### config.mk
export PLATFORM = sky130hd
export DESIGN_NAME = adc_scan_leaky_average_top
export DESIGN_NICKNAME = d
export VERILOG_FILES = /design/src/rtl/adc_sla_pkg.sv /design/src/rtl/adc_scan_leaky_average_top.sv /design/src/rtl/adc_sla_fold.sv /design/src/rtl/adc_sla_avg_mem.sv /design/src/rtl/adc_sla_mdiv.sv
export SDC_FILE = /design/constraint.sdc
export NUM_CORES = 1
export LEC_CHECK = 0
export BUFFER_PORTS_ARGS = -buffer_cell sky130_fd_sc_hd__buf_4
export CORE_UTILIZATION = 58
export DETAILED_ROUTE_END_ITERATION = 12
export GPL_TIMING_DRIVEN = 0
export HOLD_SLACK_MARGIN = 0.1
export PLACE_DENSITY = 0.73
export SLEW_MARGIN = 25
export SYNTH_ARGS = -nofsm -noshare
export SYNTH_HDL_FRONTEND = slang
export SYNTH_SLANG_ARGS = --single-unit
### constraint.sdc
create_clock -name clk -period 6.9 [get_ports clk]
set_input_delay 2.07 -clock clk [delete_from_list [all_inputs] [get_ports clk]]
set_output_delay 2.07 -clock clk [all_outputs]
set_load 0.01 [all_outputs]
### src/rtl/adc_sla_pkg.sv
// ---------------------------------------------------------------------------
// adc scan leaky average: package
// widths, codes, state types and inter-module structs
// ---------------------------------------------------------------------------
package adc_sla_pkg;

  localparam int NUM_SLOTS_DEF   = 3;
  localparam int SAMPLE_BITS_DEF = 12;

  localparam int DEPTH     = 8;
  localparam int SLOT_W    = 3;
  localparam int SAMPLE_W  = 12;
  localparam int ACC_W     = 24;
  localparam int AVG_W     = 12;
  localparam int MV_W      = 16;
  localparam int FS_W      = 4;
  localparam int REFMV_W   = 12;
  localparam int CFG_IDX_W = 2;
  localparam int CFG_DAT_W = 12;

  localparam logic [FS_W-1:0]      FS_MAX        = 4'd8;
  localparam logic [FS_W-1:0]      FS_RESET      = 4'd3;
  localparam logic [REFMV_W-1:0]   REFMV_RESET   = 12'd1230;
  localparam logic [SLOT_W-1:0]    REFSLOT_RESET = 3'd2;

  localparam int MUL_STEPS = 12;
  localparam int DIV_STEPS = 16;
  localparam int MD_CNT_W  = $clog2(DIV_STEPS);

  typedef enum logic [1:0] {
    CMD_TICK  = 2'd0,
    CMD_READ  = 2'd1,
    CMD_START = 2'd2,
    CMD_PAUSE = 2'd3
  } cmd_t;

  typedef enum logic [CFG_IDX_W-1:0] {
    REG_FILTER_SHIFT = 2'd0,
    REG_REF_MV       = 2'd1,
    REG_REF_SLOT     = 2'd2,
    REG_AUTO_RESTART = 2'd3
  } cfg_reg_t;

  typedef enum logic [2:0] {
    TS_IDLE,
    TS_DECODE,
    TS_FOLD,
    TS_RD_AVG,
    TS_RD_REF,
    TS_MDIV,
    TS_RESULT
  } top_state_t;

  typedef enum logic [2:0] {
    MD_IDLE,
    MD_MUL,
    MD_CHECK,
    MD_DIV,
    MD_DONE
  } md_state_t;

  typedef struct packed {
    logic                start;
    logic [SLOT_W-1:0]   slot;
    logic [SAMPLE_W-1:0] sample;
    logic [FS_W-1:0]     shift;
  } fold_req_t;

  typedef struct packed {
    logic             done;
    logic [AVG_W-1:0] avg;
  } fold_rsp_t;

  typedef struct packed {
    logic              we;
    logic [SLOT_W-1:0] addr;
    logic [AVG_W-1:0]  data;
  } avg_wr_t;

  typedef struct packed {
    logic               start;
    logic [AVG_W-1:0]   avg;
    logic [AVG_W-1:0]   ref_avg;
    logic [REFMV_W-1:0] ref_mv;
  } mdiv_req_t;

  typedef struct packed {
    logic            done;
    logic [MV_W-1:0] mv;
  } mdiv_rsp_t;

endpackage

### src/rtl/adc_scan_leaky_average_top.sv
// ---------------------------------------------------------------------------
// adc scan leaky average: top level
// Round-robin scanner over NUM_SLOTS converter slots with a leaky-integrator
// average per slot and a millivolt read-back. One item is handled at a time;
// a finished result sits in the output register, so the next item can be
// taken while it waits. Start, pause, and ticks that open a slot or do
// nothing go straight from decode to the result state. A tick that folds
// a sample shifts by filter_shift (clamped to 8) one bit per cycle to form
// the average. A read fetches the slot and reference averages, then runs
// the bit-serial 12-step multiply and the 16-step restoring divide in the
// millivolt unit, skipping the divide when the quotient saturates. Config
// writes are always ready and must only be issued while the block is idle.
// ---------------------------------------------------------------------------
module adc_scan_leaky_average_top
  import adc_sla_pkg::*;
#(
  parameter int NUM_SLOTS   = NUM_SLOTS_DEF,
  parameter int SAMPLE_BITS = SAMPLE_BITS_DEF
) (
  input  logic                 clk,
  input  logic                 rst,

  // input item channel
  input  logic                 in_valid,
  output logic                 in_stall,
  input  logic [1:0]           command,
  input  logic                 conversion_done,
  input  logic [SAMPLE_W-1:0]  sample,
  input  logic [SLOT_W-1:0]    read_slot,

  // result channel
  output logic                 out_valid,
  input  logic                 out_stall,
  output logic                 open_strobe,
  output logic [SLOT_W-1:0]    channel_slot,
  output logic                 sample_taken,
  output logic [AVG_W-1:0]     slot_average,
  output logic [MV_W-1:0]      slot_millivolts,
  output logic                 scan_done,
  output logic                 scan_enabled,

  // config write channel
  input  logic                 cfg_valid,
  output logic                 cfg_ready,
  input  logic [CFG_IDX_W-1:0] cfg_index,
  input  logic [CFG_DAT_W-1:0] cfg_data
);

  // slot count as a width-matched constant for compares
  localparam logic [SLOT_W:0] NUM_SLOTS_L = (SLOT_W+1)'(NUM_SLOTS);
  // samples narrower than the port are masked down
  localparam int              SMP_KEEP = (SAMPLE_BITS < SAMPLE_W) ? SAMPLE_BITS : SAMPLE_W;
  localparam logic [SAMPLE_W-1:0] SMP_MASK = SAMPLE_W'((1 << SMP_KEEP) - 1);

  top_state_t state, state_next;

  // config registers
  logic [FS_W-1:0]     filter_shift;
  logic [REFMV_W-1:0]  ref_mv;
  logic [SLOT_W-1:0]   ref_slot;
  logic                auto_restart;

  // scan state
  logic [SLOT_W-1:0]   cur_slot;
  logic                pending;
  logic                enabled;

  // latched item
  cmd_t                cmd_q;
  logic                done_q;
  logic [SAMPLE_W-1:0] sample_q;
  logic [SLOT_W-1:0]   rslot_q;

  // result being built
  logic                res_strobe;
  logic [SLOT_W-1:0]   res_chan;
  logic                res_taken;
  logic [AVG_W-1:0]    res_avg;
  logic [MV_W-1:0]     res_mv;
  logic                res_sdone;

  // sub-unit links
  fold_req_t           fold_req;
  fold_rsp_t           fold_rsp;
  avg_wr_t             avg_wr;
  logic [SLOT_W-1:0]   mem_rd_addr;
  logic [AVG_W-1:0]    mem_rd_data;
  mdiv_req_t           mdiv_req;
  mdiv_rsp_t           mdiv_rsp;

  logic                in_xfer;
  logic                out_load;
  logic                do_fold;
  logic [SLOT_W:0]     slot_inc;

  assign cfg_ready = 1'b1;
  assign in_xfer   = in_valid && !in_stall;

  // a tick with a conversion outstanding and a finished sample folds it in
  assign do_fold  = (cmd_q == CMD_TICK) && enabled && pending && done_q;
  assign slot_inc = {1'b0, cur_slot} + 1'b1;

  // next state
  always_comb begin
    state_next = state;
    unique case (state)
      TS_IDLE:   if (in_valid) state_next = TS_DECODE;
      TS_DECODE: begin
        if (do_fold) begin
          state_next = TS_FOLD;
        end else if (cmd_q == CMD_READ) begin
          state_next = TS_RD_AVG;
        end else begin
          state_next = TS_RESULT;
        end
      end
      TS_FOLD:   if (fold_rsp.done) state_next = TS_RESULT;
      TS_RD_AVG: state_next = TS_RD_REF;
      TS_RD_REF: state_next = TS_MDIV;
      TS_MDIV:   if (mdiv_rsp.done) state_next = TS_RESULT;
      TS_RESULT: if (!out_valid || !out_stall) state_next = TS_IDLE;
      default:   state_next = TS_IDLE;
    endcase
  end

  // control outputs
  always_comb begin
    in_stall        = (state != TS_IDLE);
    out_load        = (state == TS_RESULT) && (!out_valid || !out_stall);

    fold_req.start  = (state == TS_DECODE) && do_fold;
    fold_req.slot   = cur_slot;
    fold_req.sample = sample_q & SMP_MASK;
    fold_req.shift  = filter_shift;

    avg_wr.we       = (state == TS_FOLD) && fold_rsp.done;
    avg_wr.addr     = cur_slot;
    avg_wr.data     = fold_rsp.avg;

    // read slot first, then reference slot on the following cycle
    mem_rd_addr     = (state == TS_DECODE) ? rslot_q : ref_slot;

    mdiv_req.start   = (state == TS_RD_REF);
    mdiv_req.avg     = res_avg;
    mdiv_req.ref_avg = mem_rd_data;
    mdiv_req.ref_mv  = ref_mv;
  end

  always_ff @(posedge clk) begin
    if (rst) begin
      state <= TS_IDLE;
    end else begin
      state <= state_next;
    end
  end

  // config writes
  always_ff @(posedge clk) begin
    if (rst) begin
      filter_shift <= FS_RESET;
      ref_mv       <= REFMV_RESET;
      ref_slot     <= REFSLOT_RESET;
      auto_restart <= 1'b1;
    end else if (cfg_valid && cfg_ready) begin
      unique case (cfg_reg_t'(cfg_index))
        REG_FILTER_SHIFT: filter_shift <= cfg_data[FS_W-1:0];
        REG_REF_MV:       ref_mv       <= cfg_data[REFMV_W-1:0];
        REG_REF_SLOT:     ref_slot     <= cfg_data[SLOT_W-1:0];
        REG_AUTO_RESTART: auto_restart <= cfg_data[0];
        default: begin
        end
      endcase
    end
  end

  // scan control state
  always_ff @(posedge clk) begin
    if (rst) begin
      cur_slot <= '0;
      pending  <= 1'b0;
      enabled  <= 1'b1;
    end else if (state == TS_DECODE) begin
      unique case (cmd_q)
        CMD_TICK: begin
          if (enabled && !pending) begin
            pending <= 1'b1;
            // out-of-range slot wraps to slot 0 on open
            if ({1'b0, cur_slot} >= NUM_SLOTS_L) begin
              cur_slot <= '0;
            end
          end
        end
        CMD_START: begin
          cur_slot <= '0;
          pending  <= 1'b0;
          enabled  <= 1'b1;
        end
        CMD_PAUSE: enabled <= 1'b0;
        CMD_READ: begin
        end
        default: begin
        end
      endcase
    end else if ((state == TS_FOLD) && fold_rsp.done) begin
      pending <= 1'b0;
      if (slot_inc >= NUM_SLOTS_L) begin
        // end of scan: wrap, and stop unless auto-restart
        cur_slot <= '0;
        enabled  <= auto_restart;
      end else begin
        cur_slot <= slot_inc[SLOT_W-1:0];
      end
    end
  end

  // item latch and result build-up
  always_ff @(posedge clk) begin
    if (in_xfer) begin
      cmd_q    <= cmd_t'(command);
      done_q   <= conversion_done;
      sample_q <= sample;
      rslot_q  <= read_slot;
    end

    unique case (state)
      TS_DECODE: begin
        res_strobe <= 1'b0;
        res_chan   <= '0;
        res_taken  <= 1'b0;
        res_avg    <= '0;
        res_mv     <= '0;
        res_sdone  <= 1'b0;
        if ((cmd_q == CMD_TICK) && enabled && !pending) begin
          res_strobe <= 1'b1;
          res_chan   <= ({1'b0, cur_slot} >= NUM_SLOTS_L) ? '0 : cur_slot;
        end else if (cmd_q == CMD_READ) begin
          res_chan <= rslot_q;
        end
      end
      TS_FOLD: begin
        if (fold_rsp.done) begin
          res_chan  <= cur_slot;
          res_taken <= 1'b1;
          res_avg   <= fold_rsp.avg;
          res_sdone <= (slot_inc >= NUM_SLOTS_L);
        end
      end
      TS_RD_AVG: res_avg <= mem_rd_data;
      TS_MDIV: begin
        if (mdiv_rsp.done) begin
          res_mv <= mdiv_rsp.mv;
        end
      end
      TS_IDLE, TS_RD_REF, TS_RESULT: begin
      end
      default: begin
      end
    endcase
  end

  // output register
  always_ff @(posedge clk) begin
    if (rst) begin
      out_valid <= 1'b0;
    end else if (out_load) begin
      out_valid <= 1'b1;
    end else if (out_valid && !out_stall) begin
      out_valid <= 1'b0;
    end
  end

  always_ff @(posedge clk) begin
    if (out_load) begin
      open_strobe     <= res_strobe;
      channel_slot    <= res_chan;
      sample_taken    <= res_taken;
      slot_average    <= res_avg;
      slot_millivolts <= res_mv;
      scan_done       <= res_sdone;
      scan_enabled    <= enabled;
    end
  end

  adc_sla_fold u_fold (
    .clk (clk),
    .rst (rst),
    .req (fold_req),
    .rsp (fold_rsp)
  );

  adc_sla_avg_mem u_avg_mem (
    .clk     (clk),
    .rst     (rst),
    .wr      (avg_wr),
    .rd_addr (mem_rd_addr),
    .rd_data (mem_rd_data)
  );

  adc_sla_mdiv u_mdiv (
    .clk (clk),
    .rst (rst),
    .req (mdiv_req),
    .rsp (mdiv_rsp)
  );

endmodule

### src/rtl/adc_sla_fold.sv
// ---------------------------------------------------------------------------
// adc sla fold
// per-slot leaky integrator: add, bit-serial right shift, take average off
// ---------------------------------------------------------------------------
module adc_sla_fold
  import adc_sla_pkg::*;
(
  input  logic      clk,
  input  logic      rst,
  input  fold_req_t req,
  output fold_rsp_t rsp
);

  logic [ACC_W-1:0]  acc [DEPTH];
  logic [ACC_W-1:0]  sum_q;
  logic [ACC_W-1:0]  sh_q;
  logic [FS_W-1:0]   cnt;
  logic [SLOT_W-1:0] slot_q;
  logic              busy;

  logic [ACC_W:0]    sum_wide;
  logic [ACC_W-1:0]  sum_sat;
  logic [AVG_W-1:0]  avg_sat;
  logic              fin;

  always_comb begin
    sum_wide = {1'b0, acc[req.slot]} + (ACC_W+1)'(req.sample);
    sum_sat  = sum_wide[ACC_W] ? '1 : sum_wide[ACC_W-1:0];
    avg_sat  = (|sh_q[ACC_W-1:AVG_W]) ? '1 : sh_q[AVG_W-1:0];
    fin      = busy && (cnt == '0);
  end

  assign rsp.done = fin;
  assign rsp.avg  = avg_sat;

  always_ff @(posedge clk) begin
    if (rst) begin
      busy <= 1'b0;
      for (int i = 0; i < DEPTH; i++) begin
        acc[i] <= '0;
      end
    end else if (req.start) begin
      busy   <= 1'b1;
      sum_q  <= sum_sat;
      sh_q   <= sum_sat;
      slot_q <= req.slot;
      cnt    <= (req.shift > FS_MAX) ? FS_MAX : req.shift;
    end else if (busy) begin
      if (cnt != '0) begin
        // one bit of shift per cycle
        sh_q <= sh_q >> 1;
        cnt  <= cnt - 1'b1;
      end else begin
        busy        <= 1'b0;
        acc[slot_q] <= sum_q - ACC_W'(avg_sat);
      end
    end
  end

endmodule

### src/rtl/adc_sla_avg_mem.sv
// ---------------------------------------------------------------------------
// adc sla average memory
// slot averages, one write and one registered read port, valid bits for reset
// ---------------------------------------------------------------------------
module adc_sla_avg_mem
  import adc_sla_pkg::*;
(
  input  logic              clk,
  input  logic              rst,
  input  avg_wr_t           wr,
  input  logic [SLOT_W-1:0] rd_addr,
  output logic [AVG_W-1:0]  rd_data
);

  logic [AVG_W-1:0] mem [DEPTH];
  logic [DEPTH-1:0] vld;

  always_ff @(posedge clk) begin
    if (wr.we) begin
      mem[wr.addr] <= wr.data;
    end
    // entries never written read as zero
    rd_data <= vld[rd_addr] ? mem[rd_addr] : '0;
  end

  always_ff @(posedge clk) begin
    if (rst) begin
      vld <= '0;
    end else if (wr.we) begin
      vld[wr.addr] <= 1'b1;
    end
  end

endmodule

### src/rtl/adc_sla_mdiv.sv
// ---------------------------------------------------------------------------
// adc sla millivolt unit
// shift-add multiply then restoring divide, one bit per cycle, saturating
// ---------------------------------------------------------------------------
module adc_sla_mdiv
  import adc_sla_pkg::*;
(
  input  logic      clk,
  input  logic      rst,
  input  mdiv_req_t req,
  output mdiv_rsp_t rsp
);

  localparam int PROD_W = AVG_W + REFMV_W;
  localparam int HI_W   = PROD_W - MV_W;

  md_state_t state, state_next;

  logic [PROD_W-1:0]   mcand;
  logic [REFMV_W-1:0]  mplier;
  logic [PROD_W-1:0]   prod;
  logic [AVG_W-1:0]    ref_q;
  logic [AVG_W-1:0]    rem;
  logic [MV_W-1:0]     quo;
  logic [MD_CNT_W-1:0] cnt;

  logic                sat;
  logic [AVG_W:0]      trial;
  logic                ge;

  always_comb begin
    sat   = (ref_q == '0) || (AVG_W'(prod[PROD_W-1:MV_W]) >= ref_q);
    trial = {rem, quo[MV_W-1]};
    ge    = trial >= {1'b0, ref_q};
  end

  // next state
  always_comb begin
    state_next = state;
    unique case (state)
      MD_IDLE:  if (req.start) state_next = MD_MUL;
      MD_MUL:   if (cnt == '0) state_next = MD_CHECK;
      MD_CHECK: state_next = sat ? MD_DONE : MD_DIV;
      MD_DIV:   if (cnt == '0) state_next = MD_DONE;
      MD_DONE:  state_next = MD_IDLE;
      default:  state_next = MD_IDLE;
    endcase
  end

  // outputs
  always_comb begin
    rsp.done = (state == MD_DONE);
    rsp.mv   = quo;
  end

  always_ff @(posedge clk) begin
    if (rst) begin
      state <= MD_IDLE;
    end else begin
      state <= state_next;
    end
  end

  always_ff @(posedge clk) begin
    unique case (state)
      MD_IDLE: begin
        if (req.start) begin
          mcand  <= PROD_W'(req.avg);
          mplier <= req.ref_mv;
          prod   <= '0;
          ref_q  <= req.ref_avg;
          cnt    <= MD_CNT_W'(MUL_STEPS - 1);
        end
      end
      MD_MUL: begin
        if (mplier[0]) begin
          prod <= prod + mcand;
        end
        mcand  <= mcand << 1;
        mplier <= mplier >> 1;
        cnt    <= cnt - 1'b1;
      end
      MD_CHECK: begin
        if (sat) begin
          quo <= '1;
        end else begin
          rem <= AVG_W'(prod[PROD_W-1:MV_W]);
          quo <= prod[MV_W-1:0];
          cnt <= MD_CNT_W'(DIV_STEPS - 1);
        end
      end
      MD_DIV: begin
        // dividend bits leave the top of quo, quotient bits enter the bottom
        rem <= ge ? AVG_W'(trial - {1'b0, ref_q}) : trial[AVG_W-1:0];
        quo <= {quo[MV_W-2:0], ge};
        cnt <= cnt - 1'b1;
      end
      MD_DONE: begin
      end
      default: begin
      end
    endcase
  end

  // high product part is narrower than the divisor
  if (HI_W > AVG_W) begin : g_width_check
    $error("product high part wider than divisor");
  end

endmodule

==> results.json <==
{
  "gp_congestion": 0.947,
  "routedWlPerCell_um": 21.7,
  "first_global_vias": 17600,
  "rows": 79,
  "vias": 17600,
  "outcome": "finished clean",
  "antenna_cells": 0,
  "die_y_um": 219,
  "synth_ff_type": "edfxtp_1",
  "grt_first_pass_wirelength_mm": 98.4,
  "ys_async_sr_fraction": 0,
  "nets": 2387,
  "slew_viol_final": 0,
  "crit_fanout": 10,
  "drc": 0,
  "r2r_slack_ns": 0.44,
  "yosysWarnings": 0,
  "ys_types": 80,
  "grt_max_degree": 37,
  "place.port_buffers": 72,
  "numCtsBuffers": 58,
  "coreArea_um2": 46500,
  "cts_root_buffer": "clkbuf_16",
  "tightest_slew_ns": 1.07,
  "max_cap_violations": 0,
  "synth_nets": 2242,
  "ctsHoldBuffers": 0,
  "synth-seq-cells": 590,
  "cp-start-kind": "flip-flop",
  "top_level_ports": 75,
  "hpwl_mm": 46.1,
  "antenna_found_initial": 0,
  "powerDensity_nw_per_um2": 324,
  "r2r-end": "u_fold.sh_q[19]$_DFFE_PP_",
  "cts_sinks": 590,
  "max_freq_mhz": 155,
  "insertion_delay_ns": 0.62,
  "skew_ns": 0.0186,
  "synth.cell_area_um2": 27300,
  "cts_buffer_depth": 3,
  "setup_slack_ns": 0.437,
  "seq_area_frac_synth": 0.629,
  "die_w_um": 219,
  "dp_slack_ns": 0.224,
  "fin_tns_setup_ns": 0,
  "whs_endpoint": "slot_millivolts[12]$_DFFE_PP_",
  "synthCells": 2137,
  "rsz0062_at_grt": "false",
  "end_kind": "flip-flop",
  "first_pass_iters": 5,
  "fill_cells": 3359,
  "htree_levels": 2,
  "die_area_um2": 47900,
  "areaGrowthSynthToFinish_pct": 12.9,
  "min_period_ns": 6.46,
  "grt_use_total": 0.272,
  "initial_utilization": 0.587,
  "path_class": "flip-flop to flip-flop",
  "drt.antenna.violating_nets": 0,
  "via_per_inst": 5.99,
  "setup_viol": 0,
  "max_slew_margin": 0.280,
  "hold_path_depth": 0,
  "grt_overflow": 0,
  "irDropWorstVdd_v": 0.000226,
  "postSynthAreaPerCell_um2": 12.8,
  "post_cts_resized": 0,
  "first_iter_violations": 1456,
  "hold_viol": 0,
  "min-delay-start": "res_mv[12]$_SDFFCE_PN0P_",
  "hold_class": "flip-flop to flip-flop",
  "worstRegToRegCells": 16,
  "required_ns": 7.23,
  "drive_gt1_frac": 0.149,
  "power_leakage_nw": 11.2,
  "post-route-period-util": 0.937,
  "synth_edf_count": 534,
  "clk_pin_slew_ns": 0.06,
  "post_cts_buffers": 0,
  "routed_wl_mm": 63.8,
  "critPathArrivalTime_ns": 6.79,
  "cts_tree": "done"
}
critical path: stages (launching register included):
cell	delay (ns)
dfxtp_1	0.43
clkbuf_1	0.58
clkbuf_1	0.67
clkbuf_2	0.46
mux4_2	0.35
mux2_2	0.29
ha_1	0.21
fa_1	0.42
a21o_1	0.21
a211oi_1	0.39
o211ai_1	0.28
and2_1	0.28
and2_1	0.22
nand2_1	0.30
clkbuf_1	0.42
clkbuf_1	0.48
a31oi_1	0.16
registers in the layout (all words and copies together) (netlist names), 8 cells and up, named ones only:
signal and cells:
slot_average 12, u_fold.sh_q 24, u_fold.acc 192, u_mdiv.prod 24, u_mdiv.quo 16, u_mdiv.ref_q 12, u_mdiv.mplier 12, ref_mv 12
u_avg_mem.mem 96, u_fold.sum_q 24, u_avg_mem.vld 8, u_mdiv.rem 12, sample_q 12, res_avg 12, res_mv 16, u_avg_mem.rd_data 12
slot_millivolts 16, u_mdiv.mcand 24
cells in the mapped netlist (15+ instances only):
cell,n,area (um^2)
xor2_1,19,166
inv_1,63,236
mux4_2,74,1670
nand2_1,204,766
clkbuf_1,80,300
a21o_1,17,128
nor3_1,24,120
nand3_1,22,110
ha_1,64,801
nor2b_1,28,175
nand3b_1,15,113
edfxtp_1,534,16000
o21ai_0,50,250
mux2i_1,32,320
nor2_1,364,1370
nor4_1,21,131
and2_1,39,244
nand2b_1,34,213
dfxtp_1,56,1120
mux2_2,26,293
a31oi_1,23,144
a21oi_1,103,515
xnor2_1,43,377
layout by cell type, fill, tap and decap left out, types with 11 or more instances in the layout:
cell       count
mux2i_1       31
nor2_1       358
nor4_1        15
or3_1         13
a21oi_1      100
nand4_1       11
ha_1          64
nand2b_1      26
nand3_1       22
and2_1        39
a211oi_1      12
clkinv_1      13
clkbuf_1      88
mux4_2        74
a21o_1        16
xnor2_1       41
a31oi_1       23
buf_4         77
dfxtp_1       56
nor3_1        20
inv_1         63
xor2_1        19
o21ai_0       50
edfxtp_1     534
mux2_2        26
nand3b_1      15
clkbuf_16     59
nand2_1      204
nor2b_1       26
where the power goes:
part           internal, mW  switching [mW]
registers              4.46           0.228
clock network          1.81            1.34
logic                 0.798            1.35
total                  7.06            2.92
how the worst max path moves through the flow:
| stage | cells past startpoint | slack (ns) | from | endpoint |
|---|---|---|---|---|
| 2_1_floorplan | 16 | 1.86 | flip-flop | u_fold.sh_q[13]$_DFFE_PP_ |
| 3_3_place_gp | 16 | 0.21 | flip-flop | u_fold.sh_q[14]$_DFFE_PP_ |
| 3_5_place_dp | 16 | 0.22 | flip-flop | u_fold.sh_q[19]$_DFFE_PP_ |
| 4_1_cts | 16 | 0.19 | flip-flop | u_fold.sh_q[14]$_DFFE_PP_ |
| 5_1_grt | 15 | 0.09 | flip-flop | u_fold.sh_q[14]$_DFFE_PP_ |
| 6_report | 16 | 0.44 | flip-flop | u_fold.sh_q[19]$_DFFE_PP_ |
layer usage:
metal / track usage / wire length [um] / part of all wire / vias up
li1: - / - / - / 8170
met1: 0.346 / 25400 / 0.40 / 8655
met2: 0.476 / 32400 / 0.51 / 618
met3: 0.0359 / 3730 / 0.058 / 137
met4: 0.101 / 2260 / 0.035 / 0
met5: 0 / 0 / 0 / -
per-stage QoR:
step / hold slack (ns) / cells / total power [mW] / cell area, um^2 / utilization
after floorplan: 0.400 / 2137 / 6.22 / 27300 / -
after CTS: 0.418 / 2937 / 10.0 / 30700 / 0.662
after global routing: 0.432 / 2937 / 10.4 / 30800 / 0.663
after detailed placement: 0.405 / 2829 / 6.89 / 28800 / 0.621
final: 0.417 / 2937 / 9.98 / 30800 / 0.663
after global placement: 0.401 / 2816 / 6.79 / 28600 / 0.615
final cells by class:
type / instances / area (um^2) / share of cell area
multi-input cells: 1386 / 9650 / 0.314
repair buffers: 85 / 701 / 0.0228
well taps: 607 / 759 / 0.0247
clock inverters: 39 / 358 / 0.0116
clock buffers: 69 / 1530 / 0.0498
inverters: 64 / 240 / 0.00780
flip-flops and latches: 590 / 17200 / 0.557
plain buffers: 97 / 380 / 0.0124
cell families (layout without fill, tap and decap cells):
family	Yosys count	after routing	share of synthesized area
AND/OR/NAND/NOR	814	814	0.135
flip-flops	590	590	0.629
XOR/XNOR	69	69	0.0241
buffers and inverters	161	354	0.0227
AO/OA/AOI/OAI	295	295	0.0697
adder cells (fa/ha/maj)	75	75	0.0349
multiplexers	132	132	0.0836
other	1	1	0.000138
(Power assumes the default switching activity.)
